## src/hdl/hrlp_pkg.sv

```systemverilog
// Package for the hex record line parser: types, codes and constants.
`timescale 1ns / 1ps
`default_nettype none
package hrlp_pkg;

  localparam logic [7:0] ColonChar  = 8'h3A;
  localparam int unsigned PosW      = 10;
  localparam logic [PosW-1:0] PosMax = {PosW{1'b1}};
  localparam logic [PosW-1:0] HdrLastPos = 10'd8;
  localparam logic [PosW-1:0] FixedTerm  = 10'd11;
  localparam logic [8:0] HeaderBytes     = 9'd4;

  typedef enum logic [2:0] {
    ERR_NONE     = 3'd0,
    ERR_COLON    = 3'd1,
    ERR_LENGTH   = 3'd2,
    ERR_CHECKSUM = 3'd3,
    ERR_HEX      = 3'd4,
    ERR_HEX_LATE = 3'd5
  } err_e;

  typedef enum logic [2:0] {
    ST_OK       = 3'd0,
    ST_NO_COLON = 3'd1,
    ST_LENGTH   = 3'd2,
    ST_CHECKSUM = 3'd3,
    ST_BAD_HEX  = 3'd4
  } status_e;

  typedef enum logic {
    KIND_DATA   = 1'b0,
    KIND_STATUS = 1'b1
  } kind_e;

  // Classified word passed from front to back.
  typedef struct packed {
    logic       eor;
    logic       is_colon;
    logic       hex_ok;
    logic [3:0] nibble;
  } item_t;

endpackage
`default_nettype wire

```

## src/hdl/hrlp_front.sv

```systemverilog
// Front end: accepts characters and classifies them into nibble, hex-valid, colon and end flags.
`timescale 1ns / 1ps
`default_nettype none
module hrlp_front import hrlp_pkg::*; (
  input  wire logic       in_valid_i,
  output logic            in_ready_o,
  input  wire logic [7:0] char_code_i,
  input  wire logic       end_of_record_i,
  input  wire logic       q_full_i,
  output logic            push_o,
  output item_t           item_o
);

  logic [3:0] nib;
  logic       ok;

  always_comb begin
    nib = 4'd0;
    ok  = 1'b1;
    case (char_code_i) inside
      [8'h30:8'h39]: nib = char_code_i[3:0];
      [8'h41:8'h46],
      [8'h61:8'h66]: nib = char_code_i[3:0] + 4'd9;
      default:       ok  = 1'b0;
    endcase
  end

  assign in_ready_o       = !q_full_i;
  assign push_o           = in_valid_i && !q_full_i;
  assign item_o.eor       = end_of_record_i;
  assign item_o.is_colon  = (char_code_i == ColonChar);
  assign item_o.hex_ok    = ok;
  assign item_o.nibble    = nib;

endmodule
`default_nettype wire

```

## src/hdl/hrlp_fifo.sv

```systemverilog
// Two-entry queue between the front end and the parser back end.
`timescale 1ns / 1ps
`default_nettype none
module hrlp_fifo import hrlp_pkg::*; (
  input  wire logic  clk_i,
  input  wire logic  rst_ni,
  input  wire logic  push_i,
  input  item_t      wdata_i,
  input  wire logic  pop_i,
  output item_t      rdata_o,
  output logic       full_o,
  output logic       valid_o
);

  item_t      mem_q [2];
  logic       wr_ptr_q, wr_ptr_d;
  logic       rd_ptr_q, rd_ptr_d;
  logic [1:0] cnt_q, cnt_d;

  always_ff @(posedge clk_i) begin
    if (push_i) begin
      mem_q[wr_ptr_q] <= wdata_i;
    end
  end

  always_comb begin
    wr_ptr_d = push_i ? ~wr_ptr_q : wr_ptr_q;
    rd_ptr_d = pop_i  ? ~rd_ptr_q : rd_ptr_q;
    cnt_d    = cnt_q + {1'b0, push_i} - {1'b0, pop_i};
  end

  always_ff @(posedge clk_i or negedge rst_ni) begin
    if (!rst_ni) begin
      wr_ptr_q <= 1'b0;
      rd_ptr_q <= 1'b0;
      cnt_q    <= 2'd0;
    end else begin
      wr_ptr_q <= wr_ptr_d;
      rd_ptr_q <= rd_ptr_d;
      cnt_q    <= cnt_d;
    end
  end

  assign rdata_o = mem_q[rd_ptr_q];
  assign full_o  = cnt_q[1];
  assign valid_o = (cnt_q != 2'd0);

endmodule
`default_nettype wire

```

## src/hdl/hrlp_back.sv

```systemverilog
// Back end: record field tracking, checksum, error ranking and the output register.
`timescale 1ns / 1ps
`default_nettype none
module hrlp_back import hrlp_pkg::*; (
  input  wire logic        clk_i,
  input  wire logic        rst_ni,
  input  wire logic        q_valid_i,
  input  item_t            q_item_i,
  output logic             pop_o,
  output logic             out_valid_o,
  input  wire logic        out_ready_i,
  output logic             kind_o,
  output logic [7:0]       data_byte_o,
  output logic [15:0]      byte_address_o,
  output logic [7:0]       record_type_o,
  output logic [7:0]       byte_count_o,
  output logic [2:0]       status_o
);

  logic [PosW-1:0] pos_q, pos_d;
  logic [3:0]      hi_q, hi_d;
  logic [7:0]      cnt_q, cnt_d;
  logic [15:0]     addr_q, addr_d;
  logic [7:0]      type_q, type_d;
  logic [7:0]      sum_q, sum_d;
  logic [7:0]      off_q, off_d;
  err_e            err_q, err_d;

  logic            ov_q, ov_d;
  logic            kind_q, kind_d;
  logic [7:0]      data_q, data_d;
  logic [15:0]     oaddr_q, oaddr_d;
  logic [7:0]      otype_q, otype_d;
  logic [7:0]      ocnt_q, ocnt_d;
  logic [2:0]      ost_q, ost_d;

  logic [PosW-1:0] term_pos;
  logic [PosW-1:0] pm1;
  logic [8:0]      idx;
  logic [7:0]      b;
  logic            emit;
  status_e         st;

  assign term_pos = FixedTerm + {1'b0, cnt_q, 1'b0};
  assign pm1      = pos_q - 10'd1;
  assign idx      = pm1[PosW-1:1];
  assign b        = {hi_q, q_item_i.nibble};
  assign pop_o    = q_valid_i && (!ov_q || out_ready_i);

  always_comb begin
    pos_d  = pos_q;
    hi_d   = hi_q;
    cnt_d  = cnt_q;
    addr_d = addr_q;
    type_d = type_q;
    sum_d  = sum_q;
    off_d  = off_q;
    err_d  = err_q;
    emit   = 1'b0;
    st     = ST_OK;
    kind_d  = kind_q;
    data_d  = data_q;
    oaddr_d = oaddr_q;
    otype_d = otype_q;
    ocnt_d  = ocnt_q;
    ost_d   = ost_q;

    if (pop_o) begin
      if (q_item_i.eor) begin
        if (pos_q == '0 || err_q == ERR_COLON)             st = ST_NO_COLON;
        else if (err_q == ERR_HEX)                         st = ST_BAD_HEX;
        else if (err_q == ERR_LENGTH || pos_q != term_pos) st = ST_LENGTH;
        else if (err_q == ERR_HEX_LATE)                    st = ST_BAD_HEX;
        else if (sum_q != 8'd0)                            st = ST_CHECKSUM;
        else                                               st = ST_OK;
        emit    = 1'b1;
        kind_d  = KIND_STATUS;
        data_d  = 8'd0;
        oaddr_d = addr_q;
        otype_d = type_q;
        ocnt_d  = cnt_q;
        ost_d   = st;
        pos_d   = '0;
        hi_d    = 4'd0;
        cnt_d   = 8'd0;
        addr_d  = 16'd0;
        type_d  = 8'd0;
        sum_d   = 8'd0;
        off_d   = 8'd0;
        err_d   = ERR_NONE;
      end else begin
        if (pos_q == '0) begin
          if (!q_item_i.is_colon) err_d = ERR_COLON;
        end else if (err_q == ERR_COLON) begin
          err_d = ERR_COLON;
        end else if (pos_q >= term_pos) begin
          if (err_q == ERR_NONE || err_q == ERR_HEX_LATE) err_d = ERR_LENGTH;
        end else begin
          if (!q_item_i.hex_ok && err_q == ERR_NONE) begin
            err_d = (pos_q <= HdrLastPos) ? ERR_HEX : ERR_HEX_LATE;
          end
          if (pos_q[0]) begin
            hi_d = q_item_i.nibble;
          end else begin
            sum_d = sum_q + b;
            case (idx)
              9'd0:    cnt_d = b;
              9'd1:    addr_d = {b, addr_q[7:0]};
              9'd2:    addr_d = {addr_q[15:8], b};
              9'd3:    type_d = b;
              default: begin
                if (idx < HeaderBytes + {1'b0, cnt_q}) begin
                  if (err_d == ERR_NONE) begin
                    emit    = 1'b1;
                    kind_d  = KIND_DATA;
                    data_d  = b;
                    oaddr_d = addr_q + {8'd0, off_q};
                    otype_d = type_q;
                    ocnt_d  = cnt_q;
                    ost_d   = ST_OK;
                  end
                  off_d = off_q + 8'd1;
                end
              end
            endcase
          end
        end
        if (pos_q != PosMax) pos_d = pos_q + 10'd1;
      end
    end

    if (emit)             ov_d = 1'b1;
    else if (out_ready_i) ov_d = 1'b0;
    else                  ov_d = ov_q;
  end

  always_ff @(posedge clk_i or negedge rst_ni) begin
    if (!rst_ni) begin
      pos_q  <= '0;
      hi_q   <= 4'd0;
      cnt_q  <= 8'd0;
      addr_q <= 16'd0;
      type_q <= 8'd0;
      sum_q  <= 8'd0;
      off_q  <= 8'd0;
      err_q  <= ERR_NONE;
      ov_q   <= 1'b0;
    end else begin
      pos_q  <= pos_d;
      hi_q   <= hi_d;
      cnt_q  <= cnt_d;
      addr_q <= addr_d;
      type_q <= type_d;
      sum_q  <= sum_d;
      off_q  <= off_d;
      err_q  <= err_d;
      ov_q   <= ov_d;
    end
  end

  always_ff @(posedge clk_i) begin
    kind_q  <= kind_d;
    data_q  <= data_d;
    oaddr_q <= oaddr_d;
    otype_q <= otype_d;
    ocnt_q  <= ocnt_d;
    ost_q   <= ost_d;
  end

  assign out_valid_o    = ov_q;
  assign kind_o         = kind_q;
  assign data_byte_o    = data_q;
  assign byte_address_o = oaddr_q;
  assign record_type_o  = otype_q;
  assign byte_count_o   = ocnt_q;
  assign status_o       = ost_q;

endmodule
`default_nettype wire

```

## src/hdl/hex_record_line_parser.sv

```systemverilog
// Top level of the hex record line parser: front end, queue and back end.
// An accepted word is written into the queue, and its result is then registered in the
// output register, from which the receiver takes it.
// Throughput: one character per cycle while the output is taken; the two-entry queue and
// the output register let input and output stall independently.
// Reset (rst_ni low, asynchronous) empties the queue and output and sets the parser to
// await a colon with all record fields cleared.
`timescale 1ns / 1ps
`default_nettype none
module hex_record_line_parser import hrlp_pkg::*; (
  input  wire logic        clk_i,
  input  wire logic        rst_ni,
  input  wire logic        in_valid_i,
  output logic             in_ready_o,
  input  wire logic [7:0]  char_code_i,
  input  wire logic        end_of_record_i,
  output logic             out_valid_o,
  input  wire logic        out_ready_i,
  output logic             kind_o,
  output logic [7:0]       data_byte_o,
  output logic [15:0]      byte_address_o,
  output logic [7:0]       record_type_o,
  output logic [7:0]       byte_count_o,
  output logic [2:0]       status_o
);

  item_t push_item;
  item_t pop_item;
  logic  push;
  logic  pop;
  logic  q_full;
  logic  q_valid;

  hrlp_front u_front (
    .in_valid_i      (in_valid_i),
    .in_ready_o      (in_ready_o),
    .char_code_i     (char_code_i),
    .end_of_record_i (end_of_record_i),
    .q_full_i        (q_full),
    .push_o          (push),
    .item_o          (push_item)
  );

  hrlp_fifo u_fifo (
    .clk_i   (clk_i),
    .rst_ni  (rst_ni),
    .push_i  (push),
    .wdata_i (push_item),
    .pop_i   (pop),
    .rdata_o (pop_item),
    .full_o  (q_full),
    .valid_o (q_valid)
  );

  hrlp_back u_back (
    .clk_i          (clk_i),
    .rst_ni         (rst_ni),
    .q_valid_i      (q_valid),
    .q_item_i       (pop_item),
    .pop_o          (pop),
    .out_valid_o    (out_valid_o),
    .out_ready_i    (out_ready_i),
    .kind_o         (kind_o),
    .data_byte_o    (data_byte_o),
    .byte_address_o (byte_address_o),
    .record_type_o  (record_type_o),
    .byte_count_o   (byte_count_o),
    .status_o       (status_o)
  );

endmodule
`default_nettype wire

```

## config.mk

```make
export PLATFORM = sky130hd
export DESIGN_NAME = hex_record_line_parser
export DESIGN_NICKNAME = d
export VERILOG_FILES = /design/src/hdl/hrlp_pkg.sv /design/src/hdl/hrlp_front.sv /design/src/hdl/hrlp_fifo.sv /design/src/hdl/hrlp_back.sv /design/src/hdl/hex_record_line_parser.sv
export SDC_FILE = /design/constraint.sdc
export NUM_CORES = 1
export LEC_CHECK = 0
export BUFFER_PORTS_ARGS = -buffer_cell sky130_fd_sc_hd__buf_2
export CORE_MARGIN = 4
export CORE_UTILIZATION = 45
export CTS_CLUSTER_SIZE = 12
export DETAILED_ROUTE_END_ITERATION = 8
export SETUP_SLACK_MARGIN = 0.3
export SKIP_CTS_REPAIR_TIMING = 1
export SLEW_MARGIN = 20
export SYNTH_ARGS = -nofsm -noshare
export SYNTH_HDL_FRONTEND = slang
export SYNTH_SLANG_ARGS = --single-unit
```

## constraint.sdc

```tcl
create_clock -name clk_i -period 16.2 [get_ports clk_i]
set_input_delay 4.86 -clock clk_i [delete_from_list [all_inputs] [get_ports clk_i]]
set_output_delay 4.86 -clock clk_i [all_outputs]
set_load 0.01 [all_outputs]
```

=== After elaboration in Yosys (flattened, before gate mapping) ===
Memories as Yosys holds them, arrays and structs flattened.
Cells that the tools add are included.
W data, S select, Z words.

* Bits of input ports: 13
* Register bits: 114
* Memory bits (writable): 14
* Word-level logic and storage cells: 218
* Latch bits: 0
* Memories: 1
* ROM bits: 0
* Output and inout bits: 46

{| class="wikitable"
|+ Memory list
! memory !! words !! bits a word !! rd ports !! clocked after memory_dff !! write ports !! line !! source
|-
| u_fifo.mem_q || 2 || 7 || 1 || 0 || 1 || hrlp_fifo.sv:15 || <nowiki>item_t mem_q [2];</nowiki>
|}

* Divide/modulo/power cells: 0
* Order comparisons: 9
* Shifts and indexed selects: 0
* Equality and inequality tests: 19
* Mux-type cells: 118
* Multipliers: 0
* Reduce and logical (&&, ||, !) cells: 40
* Add/subtract/negate cells: 10
* Bitwise logic cells: 2

{| class="wikitable"
|+ Operators by type and width
! cell !! number
|-
| $mux W8 || 47
|-
| $mux W16 || 13
|-
| $mux W3 || 24
|-
| $pmux W16 S2 || 1
|-
| $mux W4 || 7
|-
| $mux W1 || 23
|-
| $reduce_and A7 Y1 || 3
|-
| $mux W10 || 2
|-
| $reduce_bool A2 Y1 || 10
|-
| $eq A9 B2 Y1 const B || 2
|-
| $add A16 B8 Y16 || 1
|-
| $ge A8 B7 Y1 const B || 2
|-
| $le A8 B7 Y1 const B || 2
|-
| $ne A2 B2 Y1 const B || 6
|-
| $reduce_and A6 Y1 || 2
|-
| $add A10 B1 Y10 const B || 1
|-
| $add A4 B9 Y10 const A || 1
|-
| $ge A10 B10 Y1 || 1
|-
| $le A10 B4 Y1 const B || 1
|-
| $logic_not A10 Y1 || 1
|-
| $ne A10 B10 Y1 || 1
|-
| $ne A10 B10 Y1 const B || 1
|-
| $reduce_and A5 Y1 || 2
|-
| $sub A10 B1 Y10 const B || 1
|-
| other kinds (30) || 43
|}

=== Longest topological paths before layout ===
Gate-level depths: netlist (run 1).
An unclocked memory read counts as a cell.

* Word-level depth: 20
* Gate-level depth with buffers: 15
* Gate-level depth less buffers: 13

=== Cells and area by module ===
A second synthesis (run 1) with hierarchy kept.

* Cells, all modules: 637
* Area total of the unflattened synthesis: 6,980.4 um^2

{| class="wikitable"
|+ By module, submodules not included
! module !! cells each !! instances !! area an instance (um^2) !! sequential area each (um^2)
|-
| hrlp_back || 569 || 1 || 6,004.5 || 2,972.9
|-
| hrlp_fifo || 36 || 1 || 729.4 || 520.5
|-
| hrlp_front || 32 || 1 || 246.5 || 0.0
|}

=== Least setup slack after synthesis (run 1) ===
OpenSTA, ideal clock, no wires.

* Path type: input port to flip-flop
* Start: input port out_ready_i
* End: register u_back.oaddr_q[0], in the netlist u_back.byte_address_o[0] (enable)
* Data arrival time: 8.827 ns
* Required time: 15.691 ns
* Stages: 5
* Setup slack: 6.864 ns
* Cells stage by stage: nor2b_1 or2_2 clkbuf_1 clkbuf_1 nor3b_1

* Cells in the longest elaborated chain, start to end: 3

{| class="wikitable"
|+ RTL lines
! what !! line !! source
|-
| start, declared || hex_record_line_parser.sv:18 || <nowiki>input wire logic out_ready_i,</nowiki>
|-
| $logic_or A1 B1 Y1 || hrlp_back.sv:48 || <nowiki>assign pop_o = q_valid_i && (!ov_q || out_ready_i);</nowiki>
|-
| $logic_and A1 B1 Y1 || hrlp_back.sv:48 ||
|-
| $reduce_and A8 Y1 (no source line) || n/a ||
|-
| end signal, assigned || hrlp_back.sv:164 || <nowiki>oaddr_q <= oaddr_d;</nowiki>
|-
| end, declared || hrlp_back.sv:32 || <nowiki>logic [15:0] oaddr_q, oaddr_d;</nowiki>
|}

No other way between the ends.
A chain may end at the register's enable or synchronous reset.

=== Final worst setup path (run 1) ===
* Start: input port out_ready_i
* End: register u_back.off_q[0]

* Cells in the longest elaborated chain, start to end: 3

{| class="wikitable"
|+ RTL lines
! what !! line !! source
|-
| $logic_or A1 B1 Y1 || hrlp_back.sv:48 ||
|-
| $logic_and A1 B1 Y1 || hrlp_back.sv:48 ||
|-
| $reduce_and A7 Y1 (no source line) || n/a ||
|-
| end signal, assigned || hrlp_back.sv:145 || <nowiki>off_q <= 8'd0;</nowiki>
|-
| end signal, assigned || hrlp_back.sv:155 || <nowiki>off_q <= off_d;</nowiki>
|-
| end, declared || hrlp_back.sv:26 || <nowiki>logic [7:0] off_q, off_d;</nowiki>
|}

No other way between the ends.

==> reports/metrics.sh, run 1 <==
SYNTH.FF_LATCH_COUNT=128
YOSYS_MOST_USED_DFF='sky130_fd_sc_hd__dfrtp_1'
CTS.PATH.MAX_BUFFERS=2
PLACEDCELLCOUNT=909
SETUP_TNS_NS=0
TIMING.FINAL.CRIT_SHARE=0.404
SLEW_AT_THE_PIN_WITH_THE_WORST_MAX_SLEW_SLACK_NS=0.890
VIAS_PER_CELL=5.52
SYNTH_NETS=730
INITIAL_UTILIZATION=0.463
POWERDENSITY_nW_PER_UM2=184
DIE_AREA_SQ_UM=17900
CTS.REPORTEDPATHS.CLKPINSLEW_NS=0.05
SYNTH_AREA_LEADERS='sky130_fd_sc_hd__dfrtp_1, sky130_fd_sc_hd__edfxtp_1, sky130_fd_sc_hd__ha_1, sky130_fd_sc_hd__nand2_1, sky130_fd_sc_hd__xor2_1'
TIMING.CLOCK.SKEW_NS=0.00735
SYNTH_CELL_TYPE_COUNT=66
SETUP_VIOL_COUNT_FINAL=0
GRT_PASS1_WL_UM=26300
POST_ROUTE_INSTS_NO_FILL=941
POST_ROUTE_WL_UM=15800
CLK-INSERTION-DELAY-LATE_NS=0.41
INITIAL_ANTENNA_VIOLATION_COUNT=0
PORT-BUFFER-COUNT=58
CRITICAL-PATH-TOP-CELL-BY-COUNT='sky130_fd_sc_hd__nor2_1'
CRITICALPATHCATEGORY='in -> reg'
LAYOUT.NETS=777
MAX_FREQ_GHz=0.153
POWER.IR.VDD_WORST_mV=0.112
SYN_AREA_SQ_UM=7120
DR_TOTAL_VIAS=5195
FP.DIEW_UM=134
SYNTHESIS.INSTANCES=670
GPL.FINAL_WEIGHTED_CONGESTION=0.828
HOLDWS_NS=0.448
FIRST_ITER_VIOLATIONS=265
POWER.SEQUENTIAL.FRACTION=0.349
DRV_SLEW=0
ASYNCSETRESETFLOPFRACSYNTH=0.547
KIND_OF_START_POINT_OF_THE_CRITICAL_PATH='input pin'
DESIGN.PORTCOUNT=59
SYNTHMUXAREASHARE=0.0243
TIMING.MAX_CAP.VIOLATIONS=0
AREA_GROWTH_SYN_TO_LAYOUT_PCT=14.6
SYNTH-COMPOUND-AREA-SHARE=0.146
CTS.ROOT.BUFFER_CELL='sky130_fd_sc_hd__clkbuf_16'
CTS_TREE='built'
POST_SYNTH_XOR_AREA_FRACTION=0.0541
SYNTH_ENABLE_FLOP_CELLS=58
MAXIMUM_NUMBER_OF_PINS_ON_ONE_NET_BEFORE_GLOBAL_ROUTE_REPAIR=71
FINAL_CELL_MIX='sky130_fd_sc_hd__nand2_1, sky130_fd_sc_hd__dfrtp_1, sky130_fd_sc_hd__buf_2, sky130_fd_sc_hd__edfxtp_1'
LARGEST_FAMILY_OF_LOGIC_CELLS_BY_SYNTHESIZED_AREA='simple AND/OR/NAND/NOR gates'
DRTANTENNAVIOLNETS=0
SEQ_AREA_FRAC_SYNTH=0.491
REG2REG_SETUP_SLACK_NS=12.33
WORST-R2R-CELL-COUNT=13
FIRST_GLOBAL_VIAS=5243
TRITONCTS.NUM_BUFFERS=17
SYNTHESIS.AREA_PER_INSTANCE_SQ_UM=10.6
DPL.HPWL_UM=11300
SLEW-LIMIT-HEADROOM=0.407
LEADING_CELL_TYPE_IN_THE_LAYOUT_FILL_AND_TAPS_EXCLUDED='sky130_fd_sc_hd__nand2_1'
HOLD_PATH_DEPTH=0
NET_SWITCHING_POWER_W=0.000583
CRIT_PATH_CELL_TRACE='buf_2, nor2b_1, or2_2, nor2_1, a21oi_4, nor2_1, mux2_1'
HOLD_CLASS='reg -> reg'
SYNTH_ADDER_AREA_SHARE=0.0847
CTSHTREEMAXLEVEL=4
TIMING_HOLD_VIOLATIONS_FINAL=0
SYNTH_TOP_AREA_SHARE=0.246
AVGROUTEDWIREPERCELL_UM=16.8
GRT_SETUP_UNREPAIRED='no'
POWER.STATIC_LEAKAGE_nW=3.44
CRITICAL_PATH.MAX_FANOUT=17
CRIT_REQUIRED_NS=16.49
YOSYSWARNINGCOUNT=0
COMBPWRFRAC=0.399
FINAL_LAYOUT_SIZE_SUFFIX_GT1_FRAC=0.162
CLKPWRFRAC=0.252
SWITCHING_SHARE=0.388
SYNTHSIMPLEGATEAREAFRAC=0.162
FINAL_CRITICAL_PERIOD_NS=6.54
CPMAXSTAGEDELAYCELL='sky130_fd_sc_hd__nor2_1'
CP-END-KIND='flip-flop'
GRT_OVERFLOW=0
FP.COREAREA_SQ_UM=15400
SYNTHDOMINANTAREACELLTYPE='sky130_fd_sc_hd__dfrtp_1'
POWER.INTERNAL_W=0.000921
SLOWEST_DELAY_NS=0.56
ARRIVAL_NS=6.83
DIE_H_UM=134
NUMBER_OF_DETAILED_ROUTE_ITERATIONS_IN_THE_FIRST_PASS=5
ROW_COUNT=45
ROUTE.DETAILED.DRC=0
STATUS='finished, final reports clean'
ANTENNA_CELLS=0
CTS.SINKS=128
LAYOUT.FILLER_CELLS=1358
GRTUSAGETOTAL=0.185
==> sequential cells by signal (all words and copies together), names as in the netlist, 2 cells and up <==
register,cells
u_back.byte_address_o,16
u_back.cnt_q,8
u_back.type_q,8
u_back.byte_count_o,8
u_back.sum_q,8
u_fifo.mem_q,14
u_back.status_o,3
u_back.data_byte_o,8
u_back.pos_q,10
u_back.record_type_o,8
u_fifo.cnt_q,2
u_back.off_q,8
u_back.err_q,3
u_back.addr_q,16
u_back.hi_q,4
==> worst max-delay path: cells and delay by family <==
family / cells / cell delay, ns
compound gates: 1 / 0.23
simple gates: 4 / 1.30
buf+inv: 1 / 0.08
mux: 1 / 0.35
==> final timing paths <==
path                                                end              from
max in group asynchronous              u_back.addr_q[3]            rst_ni
worst min register to register  u_back.record_type_o[0]  u_back.type_q[0]
worst max-delay path                    u_back.off_q[0]       out_ready_i
min in group asynchronous               u_fifo.wr_ptr_q            rst_ni
worst min-delay path            u_back.record_type_o[0]  u_back.type_q[0]
worst max register to register   u_back.byte_count_o[1]   u_back.cnt_q[2]
==> power groups by stage <==
stage	Clock (W)	Combinational [W]	Sequential [W]
3_3_place_gp	0	0.000593	0.000528
3_5_place_dp	0	0.000606	0.000531
4_1_cts	0.000387	0.000610	0.000525
2_1_floorplan	0	0.000425	0.000539
6_report	0.000380	0.000600	0.000525
5_1_grt	0.000404	0.000671	0.000537
==> through the flow <==
stage	total power, W	util	worst slack (ns)	area, sq um
final	0.00150	0.531	9.66	8160
after global routing	0.00161	0.531	9.54	8160
after CTS	0.00152	0.531	9.68	8160
after detailed placement	0.00114	0.492	9.26	7560
after global placement	0.00112	0.492	9.32	7560
after floorplan	0.000964	-	6.86	7120
==> cell type report <==
| cell class | instances | area, sq um | share of cell area |
|---|---|---|---|
| Inverter | 33 | 124 | 0.0152 |
| Timing Repair Buffer | 62 | 320 | 0.0393 |
| Sequential cell | 128 | 3490 | 0.428 |
| Multi-Input combinational cell | 475 | 3360 | 0.412 |
| Clock buffer | 21 | 450 | 0.0552 |
| Clock inverter | 11 | 141 | 0.0173 |
| Tap cell | 211 | 264 | 0.0324 |
==> per-layer routing <==
metal,vias to the layer above,wire length [um],global-route usage
met5,-,0,0
met4,0,208,0.0634
met3,14,568,0.0390
met2,98,8030,0.313
met1,2540,7030,0.238
li1,2543,-,-
==> synthesized netlist by cell type, types with 4 or more instances <==
| cell type | n |
|---|---|
| sky130_fd_sc_hd__a211oi_1 | 5 |
| sky130_fd_sc_hd__a21o_1 | 4 |
| sky130_fd_sc_hd__a21oi_1 | 22 |
| sky130_fd_sc_hd__a22o_1 | 9 |
| sky130_fd_sc_hd__a32o_1 | 16 |
| sky130_fd_sc_hd__and2_1 | 16 |
| sky130_fd_sc_hd__and3_1 | 11 |
| sky130_fd_sc_hd__buf_2 | 7 |
| sky130_fd_sc_hd__clkbuf_1 | 23 |
| sky130_fd_sc_hd__dfrtp_1 | 70 |
| sky130_fd_sc_hd__edfxtp_1 | 58 |
| sky130_fd_sc_hd__ha_1 | 45 |
| sky130_fd_sc_hd__inv_1 | 32 |
| sky130_fd_sc_hd__mux2_2 | 9 |
| sky130_fd_sc_hd__mux2i_1 | 6 |
| sky130_fd_sc_hd__nand2_1 | 74 |
| sky130_fd_sc_hd__nand3_1 | 26 |
| sky130_fd_sc_hd__nand4_1 | 11 |
| sky130_fd_sc_hd__nor2_1 | 45 |
| sky130_fd_sc_hd__nor3_1 | 7 |
| sky130_fd_sc_hd__nor3b_1 | 4 |
| sky130_fd_sc_hd__o211ai_1 | 4 |
| sky130_fd_sc_hd__o21ai_0 | 26 |
| sky130_fd_sc_hd__o21ai_1 | 5 |
| sky130_fd_sc_hd__o22a_1 | 4 |
| sky130_fd_sc_hd__o22ai_1 | 8 |
| sky130_fd_sc_hd__o311ai_1 | 6 |
| sky130_fd_sc_hd__o31ai_1 | 9 |
| sky130_fd_sc_hd__or2_2 | 4 |
| sky130_fd_sc_hd__or4_1 | 4 |
| sky130_fd_sc_hd__or4b_1 | 4 |
| sky130_fd_sc_hd__xnor2_1 | 20 |
| sky130_fd_sc_hd__xor2_1 | 24 |
==> logic make-up after synthesis <==
family / count (synthesis)
xor gates and xnor gates: 44
adders and majority gates: 47
DFF: 128
muxes: 16
AOI/OAI and AO/OA: 139
buffers and inverters: 67
and+or+nand+nor: 229
Note: power is estimated with default switching activity, not from simulation.
==> run 2, diff against run 1 <==
- clock period: 16.2 -> 6.43 ns (I/O delays scaled with it)
==> run 2 against run 1 <==
Final cell count unchanged. Design area barely moved. Via count up 1.6%. Combinational power increased to 2.6 times the previous value. Non-clock buffer count unchanged. Routed wire length up 0.51%. Global-route usage shrank 0.29 points. Worst hold slack gained 0.0092 ns. Worst setup slack got worse by 7.1 ns. Power grew to 2.5 times the previous value. Largest cell class unchanged. Highest routed layer unchanged.
==> reports/metrics.sh, run 2 (synthesis results as in run 1) <==
STATUS='finished, final reports clean'
CPMAXSTAGEDELAYCELL='sky130_fd_sc_hd__a21oi_1'
CRIT_REQUIRED_NS=6.73  # -9.76 ns
WORSTREG2REGSTART='u_back.cnt_q[2]'
GRT_OVERFLOW=0  # unchanged
DIE_AREA_SQ_UM=17900  # unchanged
ANTENNA_CELLS=0  # unchanged
GRTUSAGETOTAL=0.182  # -0.00287
CLK-INSERTION-DELAY-LATE_NS=0.43  # +0.02 ns
SLEW_AT_THE_PIN_WITH_THE_WORST_MAX_SLEW_SLACK_NS=0.857  # -0.0336 ns
GRT_SETUP_UNREPAIRED='no'
GRT_PASS1_WL_UM=25900  # -1.5%
DESIGN.PORTCOUNT=59  # unchanged
CRIT_START='u_back.cnt_q[2]'
FP.DIEW_UM=134  # unchanged
TIMING.CLOCK.SKEW_NS=0.0107  # +0.00335 ns
TIMING_HOLD_VIOLATIONS_FINAL=0  # unchanged
CTS.SINKS=128  # unchanged
TIMING.FINAL.CRIT_SHARE=0.599
FINAL_CELL_MIX='sky130_fd_sc_hd__nand2_1, sky130_fd_sc_hd__dfrtp_1, sky130_fd_sc_hd__buf_2, sky130_fd_sc_hd__edfxtp_1'
VIAS_PER_CELL=5.61  # +1.6%
CP-END-KIND='flip-flop'
ROW_COUNT=45  # unchanged
CRIT_PATH_CELL_TRACE='inv_1, ha_1, a21oi_1, nor2_1, xnor2_1, ha_1, and3_1, nand4_1, o21a_1, nand3_1, a21oi_1, nand2_1, a32o_1'
FIRST_GLOBAL_VIAS=5134  # -2.1%
GPL.FINAL_WEIGHTED_CONGESTION=0.868  # +4.8%
DIE_H_UM=134  # unchanged
LEADING_CELL_TYPE_IN_THE_LAYOUT_FILL_AND_TAPS_EXCLUDED='sky130_fd_sc_hd__nand2_1'
PORT-BUFFER-COUNT=58  # unchanged
LAYOUT.FILLER_CELLS=1343  # -1.1%
INITIAL_ANTENNA_VIOLATION_COUNT=0  # unchanged
SETUP_VIOL_COUNT_FINAL=0  # unchanged
HOLDWS_NS=0.457  # +0.00923 ns
MAXIMUM_NUMBER_OF_PINS_ON_ONE_NET_BEFORE_GLOBAL_ROUTE_REPAIR=45  # -37%
TIMING.MAX_CAP.VIOLATIONS=0  # unchanged
HOLD_CLASS='reg -> reg'
TRITONCTS.NUM_BUFFERS=17  # unchanged
POWER.STATIC_LEAKAGE_nW=3.45  # +0.23%
POST_ROUTE_WL_UM=15900  # +0.51%
NUMBER_OF_DETAILED_ROUTE_ITERATIONS_IN_THE_FIRST_PASS=5  # unchanged
DPL.HPWL_UM=11100  # -1.6%
MAX_FREQ_GHz=0.260
POWERDENSITY_nW_PER_UM2=467  # +150%
CRITICAL_PATH.MAX_FANOUT=9  # -8
AVGROUTEDWIREPERCELL_UM=16.9  # +0.51%
SETUP_TNS_NS=0  # unchanged
AREA_GROWTH_SYN_TO_LAYOUT_PCT=14.7  # about the same
DRTANTENNAVIOLNETS=0  # unchanged
INITIAL_UTILIZATION=0.463  # unchanged
KIND_OF_START_POINT_OF_THE_CRITICAL_PATH='flip-flop'
SLEW-LIMIT-HEADROOM=0.429  # +0.0224
DR_TOTAL_VIAS=5278  # +1.6%
CTSHTREEMAXLEVEL=4  # unchanged
FINAL_CRITICAL_PERIOD_NS=3.85
LAYOUT.NETS=777  # unchanged
DRV_SLEW=0  # unchanged
FP.COREAREA_SQ_UM=15400  # unchanged
SLOWEST_DELAY_NS=0.66  # +0.10 ns
POWER.IR.VDD_WORST_mV=0.272  # +140%
CTS.ROOT.BUFFER_CELL='sky130_fd_sc_hd__clkbuf_16'
CTS.REPORTEDPATHS.CLKPINSLEW_NS=0.06  # about the same
CTS_TREE='built'
FIRST_ITER_VIOLATIONS=304  # +15%
ROUTE.DETAILED.DRC=0  # unchanged
CTS.PATH.MAX_BUFFERS=2  # unchanged
CRITICALPATHCATEGORY='reg -> reg'
FINAL_LAYOUT_SIZE_SUFFIX_GT1_FRAC=0.166  # +0.00411
TIMING.HOLD.WORST.START='u_back.type_q[4]'
ARRIVAL_NS=4.16  # -2.67 ns
[run 2: metrics by stage]
step / std cells / utilization / instance area (sq um) / total power (W) / setup WS, ns
6_report: 941 / 0.531 / 8160 / 0.00381 / 2.58
3_5_place_dp: 909 / 0.492 / 7570 / 0.00287 / 2.41
4_1_cts: 941 / 0.531 / 8160 / 0.00385 / 2.56
5_1_grt: 941 / 0.531 / 8160 / 0.00407 / 2.31
2_1_floorplan: 670 / - / 7120 / 0.00242 / 1.59
3_3_place_gp: 909 / 0.492 / 7570 / 0.00283 / 2.49
[run 2: layout make-up]
type	instances	area (sq um)	area share
sequential	128	3490	0.428
multi-input combinational	475	3370	0.413
clock buffer	20	457	0.0560
timing repair buffer	62	320	0.0392
tap	211	264	0.0323
clock inverter	12	135	0.0166
inverter	33	124	0.0152
[run 2: critical path: cells and delay by family, from the launching register on]
kind                     cells  cell delay, ns
AND/OR/NAND/NOR              5            1.11
XOR/XNOR                     1            0.17
adder cells (fa/ha/maj)      2            0.46
AO/OA/AOI/OAI                4            1.38
buffers and inverters        1            0.09
flip-flops                   1            0.53
[run 2: metal layers]
metal	wire [um]	GRT usage	share of wire
met3	813	0.0443	0.051
met2	7540	0.293	0.47
met5	0	0	0
met1	7240	0.239	0.46
met4	317	0.0720	0.020
[run 2: report_power, final]
group	internal, W	switching, W	total, W
Combinational	0.000551	0.000983	0.00153
Sequential	0.00116	0.000162	0.00132
Clock	0.000592	0.000368	0.000961
Total	0.00230	0.00151	0.00381
[run 2: final timing paths]
check                      slack (ns)                       to  depth (start not counted)
min                              0.46  u_back.record_type_o[4]                          0
min reg2reg                      0.46  u_back.record_type_o[4]                          0
max in group asynchronous        3.85          u_back.cnt_q[6]                          2
max reg2reg                      2.58          u_back.cnt_q[6]                         13
max                              2.58          u_back.cnt_q[6]                         13
min in group asynchronous        1.61          u_back.pos_q[6]                          1
